**src/rtl/core/bed_pkg.sv**
```systemverilog
// Shared constants and types for the backslash escape decoder.
`default_nettype none
package bed_pkg;

  localparam logic [7:0] CH_BACKSLASH = 8'h5C;
  localparam logic [7:0] CH_QUOTE     = 8'h22;
  localparam logic [7:0] CH_ZERO      = 8'h30;
  localparam logic [7:0] CH_NINE      = 8'h39;

  // At most four result bytes come out of one input byte.
  localparam int unsigned GRP_BYTES = 4;
  localparam int unsigned GRP_IDX_W = $clog2(GRP_BYTES);

  // Queue of result groups between front and back.
  localparam int unsigned Q_DEPTH = 4;
  localparam int unsigned Q_PTR_W = $clog2(Q_DEPTH);
  localparam int unsigned Q_CNT_W = $clog2(Q_DEPTH + 1);

  // Register map: word index taken from paddr[2].
  localparam int unsigned PADDR_W = 3;
  localparam logic REG_CONVERT_CTRL = 1'b0;

  // Result bytes of one input byte.
  typedef struct packed {
    logic [GRP_BYTES-1:0][7:0] bytes;
    logic [GRP_IDX_W-1:0]      cnt_m1;
    logic                      last;
    logic                      any;
  } grp_t;

  typedef struct packed {
    logic en;
    grp_t grp;
  } push_t;

  typedef struct packed {
    logic full;
    logic empty;
  } q_status_t;

endpackage
`default_nettype wire

```
**src/rtl/core/bed_front.sv**
```systemverilog
// Front end: accepts input bytes, tracks escapes and builds result groups.
`default_nettype none
module bed_front (
  input  wire logic               clk,
  input  wire logic               rst,
  input  wire logic               in_valid,
  output logic                    in_stall,
  input  wire logic [7:0]         data_byte,
  input  wire logic               end_of_string,
  input  wire logic               convert_ctrl,
  input  wire bed_pkg::q_status_t q_status,
  output bed_pkg::push_t          push
);

  typedef enum logic [3:0] {
    ST_IDLE = 4'b0001,
    ST_BS   = 4'b0010,
    ST_ONE  = 4'b0100,
    ST_TWO  = 4'b1000
  } esc_state_t;

  esc_state_t state, state_next;
  logic [7:0] held0, held1, held0_next, held1_next;
  logic       changed, changed_next;

  logic [bed_pkg::GRP_BYTES-1:0][7:0] res;
  logic [bed_pkg::GRP_IDX_W:0]        n;
  logic                               accept;
  logic                               is_bs, is_quote, is_digit;
  logic [7:0]                         d0, d1, d2, octal;

  assign in_stall = q_status.full;
  assign accept   = in_valid && !q_status.full;

  assign is_bs    = (data_byte == bed_pkg::CH_BACKSLASH);
  assign is_quote = (data_byte == bed_pkg::CH_QUOTE);
  assign is_digit = data_byte inside {[bed_pkg::CH_ZERO:bed_pkg::CH_NINE]};

  // (d0*64 + d1*8 + d2) mod 256
  assign d0    = held0 - bed_pkg::CH_ZERO;
  assign d1    = held1 - bed_pkg::CH_ZERO;
  assign d2    = data_byte - bed_pkg::CH_ZERO;
  assign octal = {d0[1:0], 6'b0} + {d1[4:0], 3'b0} + d2;

  always_comb begin
    res          = '0;
    n            = '0;
    state_next   = state;
    held0_next   = held0;
    held1_next   = held1;
    changed_next = changed;
    case (state)
      ST_IDLE: begin
        if (is_bs) begin
          state_next = ST_BS;
        end else begin
          res[n[bed_pkg::GRP_IDX_W-1:0]] = data_byte;
          n = n + 1'b1;
        end
      end
      ST_BS: begin
        if (is_bs || is_quote) begin
          res[n[bed_pkg::GRP_IDX_W-1:0]] = data_byte;
          n            = n + 1'b1;
          changed_next = 1'b1;
          state_next   = ST_IDLE;
        end else if (convert_ctrl && is_digit) begin
          held0_next = data_byte;
          state_next = ST_ONE;
        end else begin
          res[n[bed_pkg::GRP_IDX_W-1:0]] = bed_pkg::CH_BACKSLASH;
          n = n + 1'b1;
          state_next = ST_IDLE;
        end
      end
      ST_ONE: begin
        if (is_digit) begin
          held1_next = data_byte;
          state_next = ST_TWO;
        end else begin
          res[n[bed_pkg::GRP_IDX_W-1:0]] = bed_pkg::CH_BACKSLASH;
          n = n + 1'b1;
          res[n[bed_pkg::GRP_IDX_W-1:0]] = held0;
          n = n + 1'b1;
          state_next = ST_IDLE;
        end
      end
      ST_TWO: begin
        if (is_digit) begin
          res[n[bed_pkg::GRP_IDX_W-1:0]] = octal;
          n            = n + 1'b1;
          changed_next = 1'b1;
          state_next   = ST_IDLE;
        end else begin
          res[n[bed_pkg::GRP_IDX_W-1:0]] = bed_pkg::CH_BACKSLASH;
          n = n + 1'b1;
          res[n[bed_pkg::GRP_IDX_W-1:0]] = held0;
          n = n + 1'b1;
          res[n[bed_pkg::GRP_IDX_W-1:0]] = held1;
          n = n + 1'b1;
          state_next = ST_IDLE;
        end
      end
      default: begin
        state_next = ST_IDLE;
      end
    endcase

    // Broken escape: the new byte is taken as if nothing were pending.
    if (state != ST_IDLE && state_next == ST_IDLE && !is_bs
        && !(state == ST_BS && is_quote)
        && !(state == ST_TWO && is_digit)) begin
      res[n[bed_pkg::GRP_IDX_W-1:0]] = data_byte;
      n = n + 1'b1;
    end else if (state != ST_IDLE && state_next == ST_IDLE && is_bs && state != ST_BS) begin
      state_next = ST_BS;
    end else if (state == ST_BS && state_next == ST_IDLE && is_quote) begin
      state_next = ST_IDLE;
    end

    // End of string: flush whatever is still held.
    if (end_of_string) begin
      if (state_next != ST_IDLE) begin
        res[n[bed_pkg::GRP_IDX_W-1:0]] = bed_pkg::CH_BACKSLASH;
        n = n + 1'b1;
      end
      if (state_next == ST_ONE || state_next == ST_TWO) begin
        res[n[bed_pkg::GRP_IDX_W-1:0]] = held0_next;
        n = n + 1'b1;
      end
      if (state_next == ST_TWO) begin
        res[n[bed_pkg::GRP_IDX_W-1:0]] = held1_next;
        n = n + 1'b1;
      end
    end
  end

  always_comb begin
    push.en         = accept && (n != '0);
    push.grp.bytes  = res;
    push.grp.cnt_m1 = bed_pkg::GRP_IDX_W'(n - 1'b1);
    push.grp.last   = end_of_string;
    push.grp.any    = end_of_string && changed_next;
  end

  always_ff @(posedge clk) begin
    if (rst) begin
      state   <= ST_IDLE;
      changed <= 1'b0;
    end else if (accept) begin
      state   <= end_of_string ? ST_IDLE : state_next;
      changed <= end_of_string ? 1'b0 : changed_next;
    end
  end

  always_ff @(posedge clk) begin
    if (accept) begin
      held0 <= held0_next;
      held1 <= held1_next;
    end
  end

endmodule
`default_nettype wire

```
**src/rtl/core/bed_queue.sv**
```systemverilog
// Short queue of result groups between the front and back ends.
`default_nettype none
module bed_queue (
  input  wire logic           clk,
  input  wire logic           rst,
  input  wire bed_pkg::push_t push,
  input  wire logic           pop,
  output bed_pkg::grp_t       head,
  output bed_pkg::q_status_t  status
);

  bed_pkg::grp_t                   mem [bed_pkg::Q_DEPTH];
  logic [bed_pkg::Q_PTR_W-1:0]     wptr, rptr;
  logic [bed_pkg::Q_CNT_W-1:0]     count;
  logic                            do_pop;

  assign status.full  = (count == bed_pkg::Q_CNT_W'(bed_pkg::Q_DEPTH));
  assign status.empty = (count == '0);
  assign head         = mem[rptr];
  assign do_pop       = pop && !status.empty;

  always_ff @(posedge clk) begin
    if (rst) begin
      wptr  <= '0;
      rptr  <= '0;
      count <= '0;
    end else begin
      if (push.en) begin
        wptr <= wptr + 1'b1;
      end
      if (do_pop) begin
        rptr <= rptr + 1'b1;
      end
      case ({push.en, do_pop})
        2'b10:   count <= count + 1'b1;
        2'b01:   count <= count - 1'b1;
        default: count <= count;
      endcase
    end
  end

  always_ff @(posedge clk) begin
    if (push.en) begin
      mem[wptr] <= push.grp;
    end
  end

endmodule
`default_nettype wire

```
**src/rtl/core/bed_back.sv**
```systemverilog
// Back end: walks each result group and presents one byte per transfer.
`default_nettype none
module bed_back (
  input  wire logic               clk,
  input  wire logic               rst,
  input  wire bed_pkg::grp_t      head,
  input  wire bed_pkg::q_status_t q_status,
  output logic                    pop,
  output logic                    out_valid,
  input  wire logic               out_stall,
  output logic [7:0]              out_byte,
  output logic                    out_last,
  output logic                    any_unescaped
);

  logic [bed_pkg::GRP_IDX_W-1:0] idx;
  logic                          grp_end;
  logic                          xfer;

  assign out_valid     = !q_status.empty;
  assign grp_end       = (idx == head.cnt_m1);
  assign out_byte      = head.bytes[idx];
  assign out_last      = head.last && grp_end;
  assign any_unescaped = head.any && grp_end;
  assign xfer          = out_valid && !out_stall;
  assign pop           = xfer && grp_end;

  always_ff @(posedge clk) begin
    if (rst) begin
      idx <= '0;
    end else if (xfer) begin
      idx <= grp_end ? '0 : idx + 1'b1;
    end
  end

endmodule
`default_nettype wire

```
**src/rtl/core/backslash_escape_decoder.sv**
```systemverilog
// Top level of the backslash escape decoder: APB register, front, queue, back.
// Each input transfer's result group is registered in the queue before its bytes are offered.
// Throughput: one input byte per cycle while each yields at most one result and
// the output is not stalled; a byte that yields k results (up to 4) takes k output transfers.
// A four-group queue absorbs bursts; input stalls only when it is full.
// Reset (synchronous): no escape pending, queue empty, convert_ctrl = 1.
`default_nettype none
module backslash_escape_decoder (
  input  wire logic                        clk,
  input  wire logic                        rst,
  input  wire logic                        psel,
  input  wire logic                        penable,
  input  wire logic                        pwrite,
  input  wire logic [bed_pkg::PADDR_W-1:0] paddr,
  input  wire logic [31:0]                 pwdata,
  output logic      [31:0]                 prdata,
  output logic                             pready,
  input  wire logic                        in_valid,
  output logic                             in_stall,
  input  wire logic [7:0]                  data_byte,
  input  wire logic                        end_of_string,
  output logic                             out_valid,
  input  wire logic                        out_stall,
  output logic [7:0]                       out_byte,
  output logic                             out_last,
  output logic                             any_unescaped
);

  logic               convert_ctrl;
  bed_pkg::push_t     push;
  bed_pkg::grp_t      head;
  bed_pkg::q_status_t q_status;
  logic               pop;

  assign pready = 1'b1;
  assign prdata = (paddr[2] == bed_pkg::REG_CONVERT_CTRL) ? {31'b0, convert_ctrl} : 32'b0;

  always_ff @(posedge clk) begin
    if (rst) begin
      convert_ctrl <= 1'b1;
    end else if (psel && penable && pwrite && pready
                 && paddr[2] == bed_pkg::REG_CONVERT_CTRL) begin
      convert_ctrl <= pwdata[0];
    end
  end

  bed_front u_front (
    .clk           (clk),
    .rst           (rst),
    .in_valid      (in_valid),
    .in_stall      (in_stall),
    .data_byte     (data_byte),
    .end_of_string (end_of_string),
    .convert_ctrl  (convert_ctrl),
    .q_status      (q_status),
    .push          (push)
  );

  bed_queue u_queue (
    .clk    (clk),
    .rst    (rst),
    .push   (push),
    .pop    (pop),
    .head   (head),
    .status (q_status)
  );

  bed_back u_back (
    .clk           (clk),
    .rst           (rst),
    .head          (head),
    .q_status      (q_status),
    .pop           (pop),
    .out_valid     (out_valid),
    .out_stall     (out_stall),
    .out_byte      (out_byte),
    .out_last      (out_last),
    .any_unescaped (any_unescaped)
  );

  // The escape flag only rides on the final byte of a string.
  a_any_on_last: assert property (@(posedge clk) disable iff (rst)
    out_valid && any_unescaped |-> out_last)
    else $error("any_unescaped without out_last");

  // A full queue means results are waiting at the output.
  a_stall_has_output: assert property (@(posedge clk) disable iff (rst)
    in_stall |-> out_valid)
    else $error("input stalled with no output pending");

  // End of string always yields a result on the next cycle.
  a_eos_yields: assert property (@(posedge clk) disable iff (rst)
    in_valid && !in_stall && end_of_string |=> out_valid)
    else $error("end of string produced no result");

endmodule
`default_nettype wire
```
**config.mk**
```make
export PLATFORM = sky130hd
export DESIGN_NAME = backslash_escape_decoder
export DESIGN_NICKNAME = d
export VERILOG_FILES = /design/src/rtl/core/bed_pkg.sv /design/src/rtl/core/bed_front.sv /design/src/rtl/core/bed_queue.sv /design/src/rtl/core/bed_back.sv /design/src/rtl/core/backslash_escape_decoder.sv
export SDC_FILE = /design/constraint.sdc
export NUM_CORES = 1
export LEC_CHECK = 0
export BUFFER_PORTS_ARGS = -buffer_cell sky130_fd_sc_hd__buf_4
export CORE_UTILIZATION = 45
export CTS_CLUSTER_DIAMETER = 40
export DETAILED_ROUTE_END_ITERATION = 8
export SLEW_MARGIN = 20
export SYNTH_ARGS = -nofsm -noshare
export SYNTH_HDL_FRONTEND = slang
export SYNTH_SLANG_ARGS = --single-unit
export TNS_END_PERCENT = 100
```
**constraint.sdc**
```tcl
create_clock -name clk -period 10.6 [get_ports clk]
set_input_delay 2.12 -clock clk [delete_from_list [all_inputs] [get_ports clk]]
set_output_delay 2.12 -clock clk [all_outputs]
set_load 0.05 [all_outputs]
```
==> flow_metrics.env, run 1 <==
export IMPL_pwr_share_comb_pct=13.3
export IMPL_fp_row_count=51
export IMPL_synth_ff_type="edfxtp_1"
export IMPL_startpoint_type="primary input"
export IMPL_place_gp_congestion=0.9398
export IMPL_syn_avg_cell_area_um2=13.60
export IMPL_cp_buffers_inverters=4
export IMPL_drc=0
export IMPL_setup_violations=0
export IMPL_rsz0062_at_grt="false"
export IMPL_p_per_area_nw_per_um2=164.4
export IMPL_ys_types=75
export IMPL_worst_pin_slew_ns=0.9374
export IMPL_place_area_um2=9345
export IMPL_die_x_um=143.5
export IMPL_drive_gt1_share_pct=20.06
export IMPL_fin_area_um2=9910
export IMPL_tns_ns=0
export IMPL_numCtsBuffers=17
export IMPL_fill_cells=1716
export IMPL_swShare_pct=25.67
export IMPL_ir_drop_mv=0.1187
export IMPL_cts_setup_buffers=0
export IMPL_hold_violations=0
export IMPL_grt_pass1_wl_mm=31.95
export IMPL_slowest_delay_ns=0.60
export IMPL_vias_per_cell=5.788
export IMPL_routedWlPerCell_um=21.46
export IMPL_cp_arrival_ns=7.65
export IMPL_finalCritPeriodShare_pct=68.82
export IMPL_synth_top_family_by_area="multiplexers"
export IMPL_first_pass_iters=5
export IMPL_h_tree_depth=4
export IMPL_synth_compound_area_share_pct=8.380
export IMPL_first_iter_violations=503
export IMPL_die_h_um=143.5
export IMPL_grt_remaining_overflow=0
export IMPL_clock_sinks=177
export IMPL_portBuffers=30
export IMPL_async_flop_share_pct=0
export IMPL_syn_area_um2=9004
export IMPL_p_switching_w=0.0004182
export IMPL_muxShareOfSynthArea_pct=12.45
export IMPL_clockBufferDepth=2
export IMPL_nNetsFinal=762
export IMPL_antenna_found_initial=0
export IMPL_worstPathRequired_ns=10.96
export IMPL_drv_cap=0
export IMPL_hpwlAfterDp_mm=13.66
export IMPL_relSlewSlack_pct=37.42
export IMPL_fmaxAchievable_mhz=137.1
export IMPL_area_growth_pct=10.06
export IMPL_io_pins=96
export IMPL_core_area_um2=19530
export IMPL_cts_root_buffer_cell="clkbuf_16"
export IMPL_pwr_share_clk_pct=37.4
export IMPL_period_needed_ns=7.295
export IMPL_grt_max_degree=37
export IMPL_reg2reg_slack_ns=4.80
export IMPL_crit_type="primary input to flip-flop"
export IMPL_synth_warnings=0
export IMPL_synth_seq_cells=177
export IMPL_crit_fanout=8
export IMPL_internal_power_w=0.001211
export IMPL_synth_edf_count=160
export IMPL_cellLeakagePower_nw=3.555
export IMPL_vias=5545
export IMPL_yosys_area_share_adder_pct=4.419
export IMPL_path_common_cell="ha_1"
export IMPL_drt_total_wl_mm=20.56
export IMPL_yosys_area_share_xor_xnor_pct=1.167
export IMPL_clkTransAtPathRegs_ns=0.07
export IMPL_cp_top_family="adder cells"
export IMPL_synth_cells=662
export IMPL_crit_path_end_kind="flip-flop"
export IMPL_cts_resized_gates=0
export IMPL_start_util_pct=46.11
export IMPL_die_area_um2=20580
export IMPL_worstSkewPairLatency_ns=0.43
export IMPL_seq_area_frac_synth_pct=57.14
export IMPL_slowest_stage="or4_1"
export IMPL_grt_pass1_vias=5609
export IMPL_cts_hold_buffers=0
export IMPL_synthSimpleGateAreaFrac_pct=10.64
export IMPL_hold_path_class="flip-flop to flip-flop"
export IMPL_cts_tree="yes"
export IMPL_diodes=0
export IMPL_run_status="complete, no violations"
export IMPL_drv_slew=0
export IMPL_finClkSkew_ns=0.007656
export IMPL_grtUsageTotal_pct=21.38
export IMPL_ant_nets=0
export IMPL_p_seq_share_pct=49.3
[cells in the final DEF (no fill, tap or decap), types with 3 or more instances in the layout]
cell	instances
xnor2_1	7
mux2_2	4
a221oi_1	3
clkbuf_16	17
o22ai_1	9
edfxtp_1	160
a21oi_1	17
or3_1	7
inv_1	32
a31oi_1	15
nor4b_2	3
nand2b_1	5
nor3_1	10
a22oi_1	4
nor2_1	31
mux2_4	3
a32oi_1	8
conb_1	32
nand2_1	46
o21ai_0	25
mux2i_1	4
ha_1	27
fa_1	3
and3_1	14
inv_6	3
clkinv_2	3
xor2_1	5
clkinv_1	3
nand3_1	23
nor2b_1	5
buf_4	37
mux4_2	44
dfxtp_1	16
and2_1	10
[power by group through the flow]
| stage | Clock (W) | Sequential (W) | Combinational, W |
|---|---|---|---|
| final | 0.000609 | 0.000804 | 0.000216 |
| after global routing | 0.000649 | 0.000807 | 0.000233 |
| after CTS | 0.000621 | 0.000804 | 0.000218 |
| after detailed placement | 0 | 0.000819 | 0.000218 |
| after global placement | 0 | 0.000817 | 0.000213 |
| after floorplan | 0 | 0.000811 | 0.000175 |
[worst reg2reg max path: stages, from the launching register on]
cell and delay (ns):
dfxtp_1 0.49, or4b_4 0.54, a31oi_2 0.24, a211o_2 0.20
ha_1 0.26, mux2_4 0.29, ha_1 0.29, mux2_4 0.31
inv_1 0.09, ha_1 0.25, mux2i_1 0.22, ha_1 0.27
nor2_1 0.10, a31oi_1 0.05, a22oi_1 0.21, ha_1 0.18
and4b_1 0.26, o22ai_4 0.12, inv_1 0.09, ha_1 0.17
inv_1 0.06, fa_1 0.38, xor2_1 0.15, or3_1 0.31
a21oi_1 0.17
[cells by family after synthesis]
family | Yosys count
other | 2
flip-flops | 177
buffers and inverters | 102
adder cells (fa/ha/maj) | 30
multiplexers | 55
XOR/XNOR | 12
AO/OA/AOI/OAI | 110
AND/OR/NAND/NOR | 174
[routing by layer]
metal	part of all wire [%]	GRT usage [%]
met5	0	0
met4	2.3	8.063
met3	6.0	4.399
met2	47	33.39
met1	45	29.45
[metrics by stage]
stage	utilization (%)	setup slack [ns]	power, W	std cells	hold slack, ns
after floorplan	-	3.560	0.0009860	692	0.4673
after global placement	47.86	3.028	0.001031	927	0.4752
after detailed placement	47.86	2.830	0.001037	927	0.5172
after CTS	50.75	3.271	0.001643	958	0.5304
after global routing	50.75	2.963	0.001689	958	0.5575
final	50.75	3.305	0.001629	958	0.5258
[area by class of cell]
class	instances	area, um2	share of cell area [%]
Clock inverter	13	135.1	1.364
Timing Repair Buffer	37	277.8	2.803
Multi-Input combinational cell	413	3457	34.89
Sequential cell	177	5146	51.93
Tap cell	265	331.6	3.346
Clock buffer	18	429.2	4.331
Inverter	35	132.6	1.338
[synth_stat cells, types with 4 or more instances]
library cell | count | share of area [%]
edfxtp_1 | 160 | 53
or3_1 | 7 | 0.49
nand2b_1 | 5 | 0.35
xnor2_1 | 7 | 0.68
dfxtp_1 | 17 | 3.8
mux2i_1 | 4 | 0.44
clkbuf_1 | 25 | 1.0
o22ai_1 | 9 | 0.63
nand2_1 | 46 | 1.9
a22oi_1 | 4 | 0.33
a21oi_1 | 17 | 0.94
inv_1 | 32 | 1.3
a32oi_1 | 8 | 0.78
nor2_1 | 31 | 1.3
and3_1 | 14 | 0.97
a31oi_1 | 15 | 1.0
buf_2 | 4 | 0.22
mux4_2 | 44 | 11
mux2_2 | 4 | 0.50
o21ai_0 | 25 | 1.4
xor2_1 | 5 | 0.49
nand3_1 | 23 | 1.3
ha_1 | 27 | 3.8
and2_1 | 10 | 0.69
nor2b_1 | 5 | 0.35
buf_4 | 33 | 2.8
buf_1 | 4 | 0.17
nor3_1 | 10 | 0.56
[flip-flops by register name (all words and copies together) (netlist names), named ones only]
name / cells
convert_ctrl: 1
u_back.idx: 2
u_front.changed: 1
u_front.held0: 8
u_front.held1: 8
u_front.state: 4
u_queue.count: 3
u_queue.mem: 144
u_queue.rptr: 2
u_queue.wptr: 2
[worst paths after layout]
check	endpoint	cells after the start	startpoint
worst min-delay path	u_queue.count[2]	2	u_queue.count[2]
worst min register to register	u_queue.count[2]	2	u_queue.count[2]
worst max-delay path	u_queue.count[2]	25	data_byte[7]
worst max register to register	u_queue.count[2]	24	u_front.state[1]
Note: power is estimated with default switching activity, not from simulation.
==> run 2: changes to the inputs <==
- clock period: 10.6 -> 7 ns (I/O delays scaled with it)
==> flow_metrics.env, run 2 (synthesized netlist as in run 1, its figures left out) <==
export IMPL_cellLeakagePower_nw=3.612
export IMPL_place_area_um2=9440
export IMPL_grt_remaining_overflow=0
export IMPL_first_pass_iters=5
export IMPL_fmaxAchievable_mhz=156.0
export IMPL_first_iter_violations=475
export IMPL_pwr_share_clk_pct=38.3
export IMPL_critical_path_endpoint="u_queue.count[2]"
export IMPL_largestRegisters="u_queue.mem x144, u_front.held0 x8, u_front.held1 x8"
export IMPL_grt_pass1_wl_mm=31.22
export IMPL_relSlewSlack_pct=37.41
export IMPL_die_h_um=143.5
export IMPL_startpoint_type="primary input"
export IMPL_internal_power_w=0.001850
export IMPL_path_common_cell="ha_1"
export IMPL_cts_root_buffer_cell="clkbuf_16"
export IMPL_cts_tree="yes"
export IMPL_antenna_found_initial=0
export IMPL_vias_per_cell=5.789
export IMPL_clockBufferDepth=2
export IMPL_diodes=0
export IMPL_reg2reg_slack_ns=1.26
export IMPL_drt_total_wl_mm=19.99
export IMPL_drv_slew=0
export IMPL_final_cells=965
export IMPL_tns_ns=0
export IMPL_slowest_stage="or4_1"
export IMPL_power_w=0.002505
export IMPL_hold_path_class="flip-flop to flip-flop"
export IMPL_nNetsFinal=768
export IMPL_clkTransAtPathRegs_ns=0.06
export IMPL_ir_drop_mv=0.1737
export IMPL_fp_row_count=51
export IMPL_clock_sinks=177
export IMPL_run_status="complete, no violations"
export IMPL_swShare_pct=26.17
export IMPL_worstPathRequired_ns=7.36
export IMPL_start_util_pct=46.11
export IMPL_numCtsBuffers=17
export IMPL_cp_arrival_ns=6.77
export IMPL_slowest_delay_ns=0.53
export IMPL_core_area_um2=19530
export IMPL_ant_nets=0
export IMPL_dpl_cell_count=933
export IMPL_mostFrequentLayoutCells="edfxtp_1, nand2_1, mux4_2, buf_4"
export IMPL_crit_path_end_kind="flip-flop"
export IMPL_period_needed_ns=6.409
export IMPL_drive_gt1_share_pct=21.29
export IMPL_fin_area_um2=10040
export IMPL_top_register="u_queue.mem"
export IMPL_io_pins=96
export IMPL_final_common_cell="edfxtp_1"
export IMPL_p_switching_w=0.0006558
export IMPL_holdWs_ns=0.5238
export IMPL_crit_fanout=8
export IMPL_routedWlPerCell_um=20.72
export IMPL_finClkSkew_ns=0.009246
export IMPL_hpwlAfterDp_mm=13.40
export IMPL_setup_violations=0
export IMPL_p_per_area_nw_per_um2=249.6
export IMPL_regToRegStartpoint="u_front.state[3]"
export IMPL_cts_resized_gates=0
export IMPL_die_area_um2=20580
export IMPL_largest_reg_flops=144
export IMPL_area_growth_pct=11.51
export IMPL_portBuffers=30
export IMPL_worst_pin_slew_ns=0.9379
export IMPL_h_tree_depth=4
export IMPL_cts_hold_buffers=0
export IMPL_pwr_share_comb_pct=13.2
export IMPL_drc=0
export IMPL_die_x_um=143.5
export IMPL_r2r_cells=23
export IMPL_grtUsageTotal_pct=20.89
export IMPL_p_seq_share_pct=48.6
export IMPL_cts_setup_buffers=0
export IMPL_cp_startpoint="data_byte[7]"
export IMPL_hold_violations=0
export IMPL_crit_type="primary input to flip-flop"
export IMPL_drv_cap=0
export IMPL_grt_pass1_vias=5399
export IMPL_worstSkewPairLatency_ns=0.43
export IMPL_finalCritPeriodShare_pct=91.56
export IMPL_rr_endpoint="u_queue.count[2]"
export IMPL_rsz0062_at_grt="false"
export IMPL_grt_max_degree=37
export IMPL_place_gp_congestion=0.9359
export IMPL_vias=5586
[run 2: how the worst min path moves through the flow]
stage / slack [ns] / cells past startpoint / end / start
after floorplan: 0.47 / 2 / u_queue.count[2] / u_queue.count[2]
after global placement: 0.48 / 2 / u_queue.count[2] / u_queue.count[2]
after detailed placement: 0.52 / 2 / u_queue.count[2] / u_queue.count[2]
after CTS: 0.53 / 2 / u_queue.count[2] / u_queue.count[2]
after global routing: 0.54 / 2 / u_front.changed / u_front.changed
final: 0.52 / 2 / u_queue.count[2] / u_queue.count[2]
[run 2: final cells by class]
class	count	area, um2
fillers	1677	9487
multi-input cells	413	3457
flip-flops and latches	177	5146
inverters	35	132.6
repair buffers	43	372.9
clock buffers	17	425.4
clock inverters	15	173.9
well taps	265	331.6
[run 2: metal layers]
layer | share of wire (%) | track usage (%) | routed length, um | up-vias
met3 | 5.4 | 3.632 | 1072 | 21
met4 | 1.3 | 7.111 | 251 | 0
met1 | 45 | 29.36 | 9071 | 2843
met2 | 48 | 32.83 | 9594 | 194
met5 | 0 | 0 | 0 | -
li1 | - | - | - | 2528
[run 2: power groups by stage]
stage	Clock, W	Sequential [W]	Combinational [W]
floorplan	0	0.00123	0.000265
global placement	0	0.00124	0.000328
detailed placement	0	0.00124	0.000332
CTS	0.000976	0.00122	0.000333
global route	0.00102	0.00122	0.000354
finish	0.000959	0.00122	0.000330
[run 2: metrics by stage]
step / util (%) / worst slack [ns]
after floorplan: - / 0.6796
after global placement: 48.35 / 0.2836
after detailed placement: 48.35 / 0.1707
after CTS: 51.42 / 0.6035
after global routing: 51.42 / 0.3055
final: 51.42 / 0.5911
[run 2: critical path: cells and delay by family]
| kind | cells | cell delay (ns) |
|---|---|---|
| and+or+nand+nor | 6 | 1.62 |
| AOI/OAI and AO/OA | 4 | 0.52 |
| xor gates and xnor gates | 1 | 0.15 |
| muxes | 3 | 0.83 |
| adders and majority gates | 7 | 1.86 |
| buffers and inverters | 4 | 0.38 |
==> run 3: changes to the inputs <==
- ABC_AREA: unset -> 1
==> flow_metrics.env, run 3 <==
export IMPL_run_status="complete, no violations"
export IMPL_drv_cap=0
export IMPL_die_x_um=145.4
export IMPL_cts_hold_buffers=0
export IMPL_cts_resized_gates=0
export IMPL_crit_type="primary input to flip-flop"
export IMPL_antenna_found_initial=0
export IMPL_seq_area_frac_synth_pct=55.61
export IMPL_grt_pass1_wl_mm=35.36
export IMPL_worstSkewPairLatency_ns=0.43
export IMPL_routedWlPerCell_um=18.20
export IMPL_holdWs_ns=0.4724
export IMPL_rsz0062_at_grt="false"
export IMPL_cellLeakagePower_nw=3.972
export IMPL_fin_util_pct=50.62
export IMPL_p_per_area_nw_per_um2=246.3
export IMPL_start_util_pct=45.87
export IMPL_diodes=0
export IMPL_cts_tree="yes"
export IMPL_first_pass_iters=5
export IMPL_die_h_um=145.4
export IMPL_io_pins=96
export IMPL_numCtsBuffers=17
export IMPL_cp_top_family="adder cells"
export IMPL_synth_common_cells="edfxtp_1, o21ai_0, nor2_1"
export IMPL_grt_remaining_overflow=0
export IMPL_slowest_delay_ns=0.37
export IMPL_power_w=0.002514
export IMPL_synth_ff_type="edfxtp_1"
export IMPL_slowest_stage="fa_1"
export IMPL_hpwlAfterDp_mm=14.91
export IMPL_synth_most_common_cell="edfxtp_1"
export IMPL_grt_pass1_vias=6361
export IMPL_drt_total_wl_mm=22.63
export IMPL_fmaxAchievable_mhz=166.8
export IMPL_cts_root_buffer_cell="clkbuf_16"
export IMPL_ys_types=52
export IMPL_final_common_cell="edfxtp_1"
export IMPL_h_tree_depth=4
export IMPL_synth_warnings=0
export IMPL_finalCritPeriodShare_pct=85.65
export IMPL_first_iter_violations=517
export IMPL_ant_nets=0
export IMPL_core_area_um2=20170
export IMPL_crit_fanout=7
export IMPL_finClkSkew_ns=0.01224
export IMPL_cts_setup_buffers=0
export IMPL_startpoint_type="primary input"
export IMPL_clock_sinks=177
export IMPL_crit_path_end_kind="flip-flop"
export IMPL_vias=6783
export IMPL_fp_row_count=52
export IMPL_synth_top_cells_by_area="edfxtp_1, o21ai_0, nor2_1"
export IMPL_synth_seq_cells=177
export IMPL_top_register="u_queue.mem"
export IMPL_die_area_um2=21140
export IMPL_clkTransAtPathRegs_ns=0.07
export IMPL_synth_cells=938
export IMPL_largestRegisters="u_queue.mem x144, u_front.held0 x8, u_front.held1 x8"
export IMPL_period_needed_ns=5.995
export IMPL_place_gp_congestion=0.9753
export IMPL_synth_top_area_cell="edfxtp_1"
export IMPL_nNetsFinal=1041
export IMPL_async_flop_share_pct=0
export IMPL_hold_violations=0
export IMPL_hold_path_class="flip-flop to flip-flop"
export IMPL_cp_arrival_ns=6.31
export IMPL_worst_pin_slew_ns=0.9931
export IMPL_grt_max_degree=73
export IMPL_relSlewSlack_pct=33.10
export IMPL_vias_per_cell=5.457
export IMPL_syn_avg_cell_area_um2=9.864
export IMPL_area_growth_pct=10.34
export IMPL_drv_slew=0
export IMPL_portBuffers=30
export IMPL_syn_area_um2=9253
export IMPL_worstPathRequired_ns=7.31
export IMPL_path_common_cell="ha_1"
export IMPL_grtUsageTotal_pct=22.03
export IMPL_largest_reg_flops=144
export IMPL_cp_buffers_inverters=6
export IMPL_drc=0
export IMPL_mostFrequentLayoutCells="edfxtp_1, o21ai_0, nor2_1, nand2_1, inv_1"
export IMPL_synth_edf_count=160
export IMPL_netlist_area_leader_share_pct=51.93
export IMPL_tns_ns=0
export IMPL_clockBufferDepth=2
export IMPL_ir_drop_mv=0.1613
export IMPL_drive_gt1_share_pct=12.13
export IMPL_setup_violations=0
## run 3: changes by cell type in the layout (fill, tap and decap cells not counted), sizes merged, moves of 21 or more
cell,previous run,this run
o221ai,1,22
nand2,46,128
inv,40,98
mux4,44,0
nor2,31,130
o21ai,26,138
a21oi,18,40
## run 3: routing by layer
layer | global-route usage, % | wire length (um) | vias to the layer above
met1 | 30.07 | 10260 | 3263
met5 | 0 | 0 | -
li1 | - | - | 3272
met3 | 4.044 | 1391 | 29
met4 | 7.000 | 365 | 0
met2 | 35.70 | 10620 | 219
## run 3: metrics by stage
step,cells,setup slack [ns],area (um2)
3_3_place_gp,1211,0.5960,9658
5_1_grt,1243,0.6364,10210
3_5_place_dp,1211,0.5577,9658
2_1_floorplan,968,0.3295,9365
4_1_cts,1243,1.008,10210
6_report,1243,1.005,10210
## run 3: path summary, 6_finish.rpt
check | depth (start not counted) | slack [ns] | startpoint | to
min reg2reg | 2 | 0.47 | u_queue.rptr[1] | u_queue.rptr[1]
max reg2reg | 32 | 1.69 | u_front.state[1] | u_queue.count[2]
min | 2 | 0.47 | u_queue.rptr[1] | u_queue.rptr[1]
max | 34 | 1.00 | data_byte[6] | u_queue.count[2]
## run 3: final cells by class
| class | instances | area, um2 |
|---|---|---|
| flip-flops and latches | 177 | 5146 |
| multi-input cells | 626 | 3492 |
| well taps | 270 | 337.8 |
| repair buffers | 41 | 307.8 |
| inverters | 97 | 374.1 |
| fillers | 1898 | 9960 |
| clock buffers | 17 | 425.4 |
| clock inverters | 15 | 126.4 |
## run 3: kinds of logic after synthesis
kind of cell | synth area share (%)
compound gates | 15.86
flops | 55.61
other cells | 0.08117
xor+xnor | 0.8520
mux | 0.1217
buf+inv | 8.222
simple gates | 14.96
fa+ha+maj | 4.300
## run 3: power breakdown
part | switching, W | total (W) | internal [W]
Combinational | 0.000298 | 0.000401 | 0.000103
Clock | 0.000426 | 0.000891 | 0.000465
Sequential | 0.0000162 | 0.00122 | 0.00121
Total | 0.000740 | 0.00251 | 0.00177
## run 3: tightest hold or removal path, delay by kind of cell (launching register included)
kind / cells / cell delay (ns)
buffers and inverters: 1 / 0.06
AO/OA/AOI/OAI: 1 / 0.07
flip-flops: 1 / 0.30
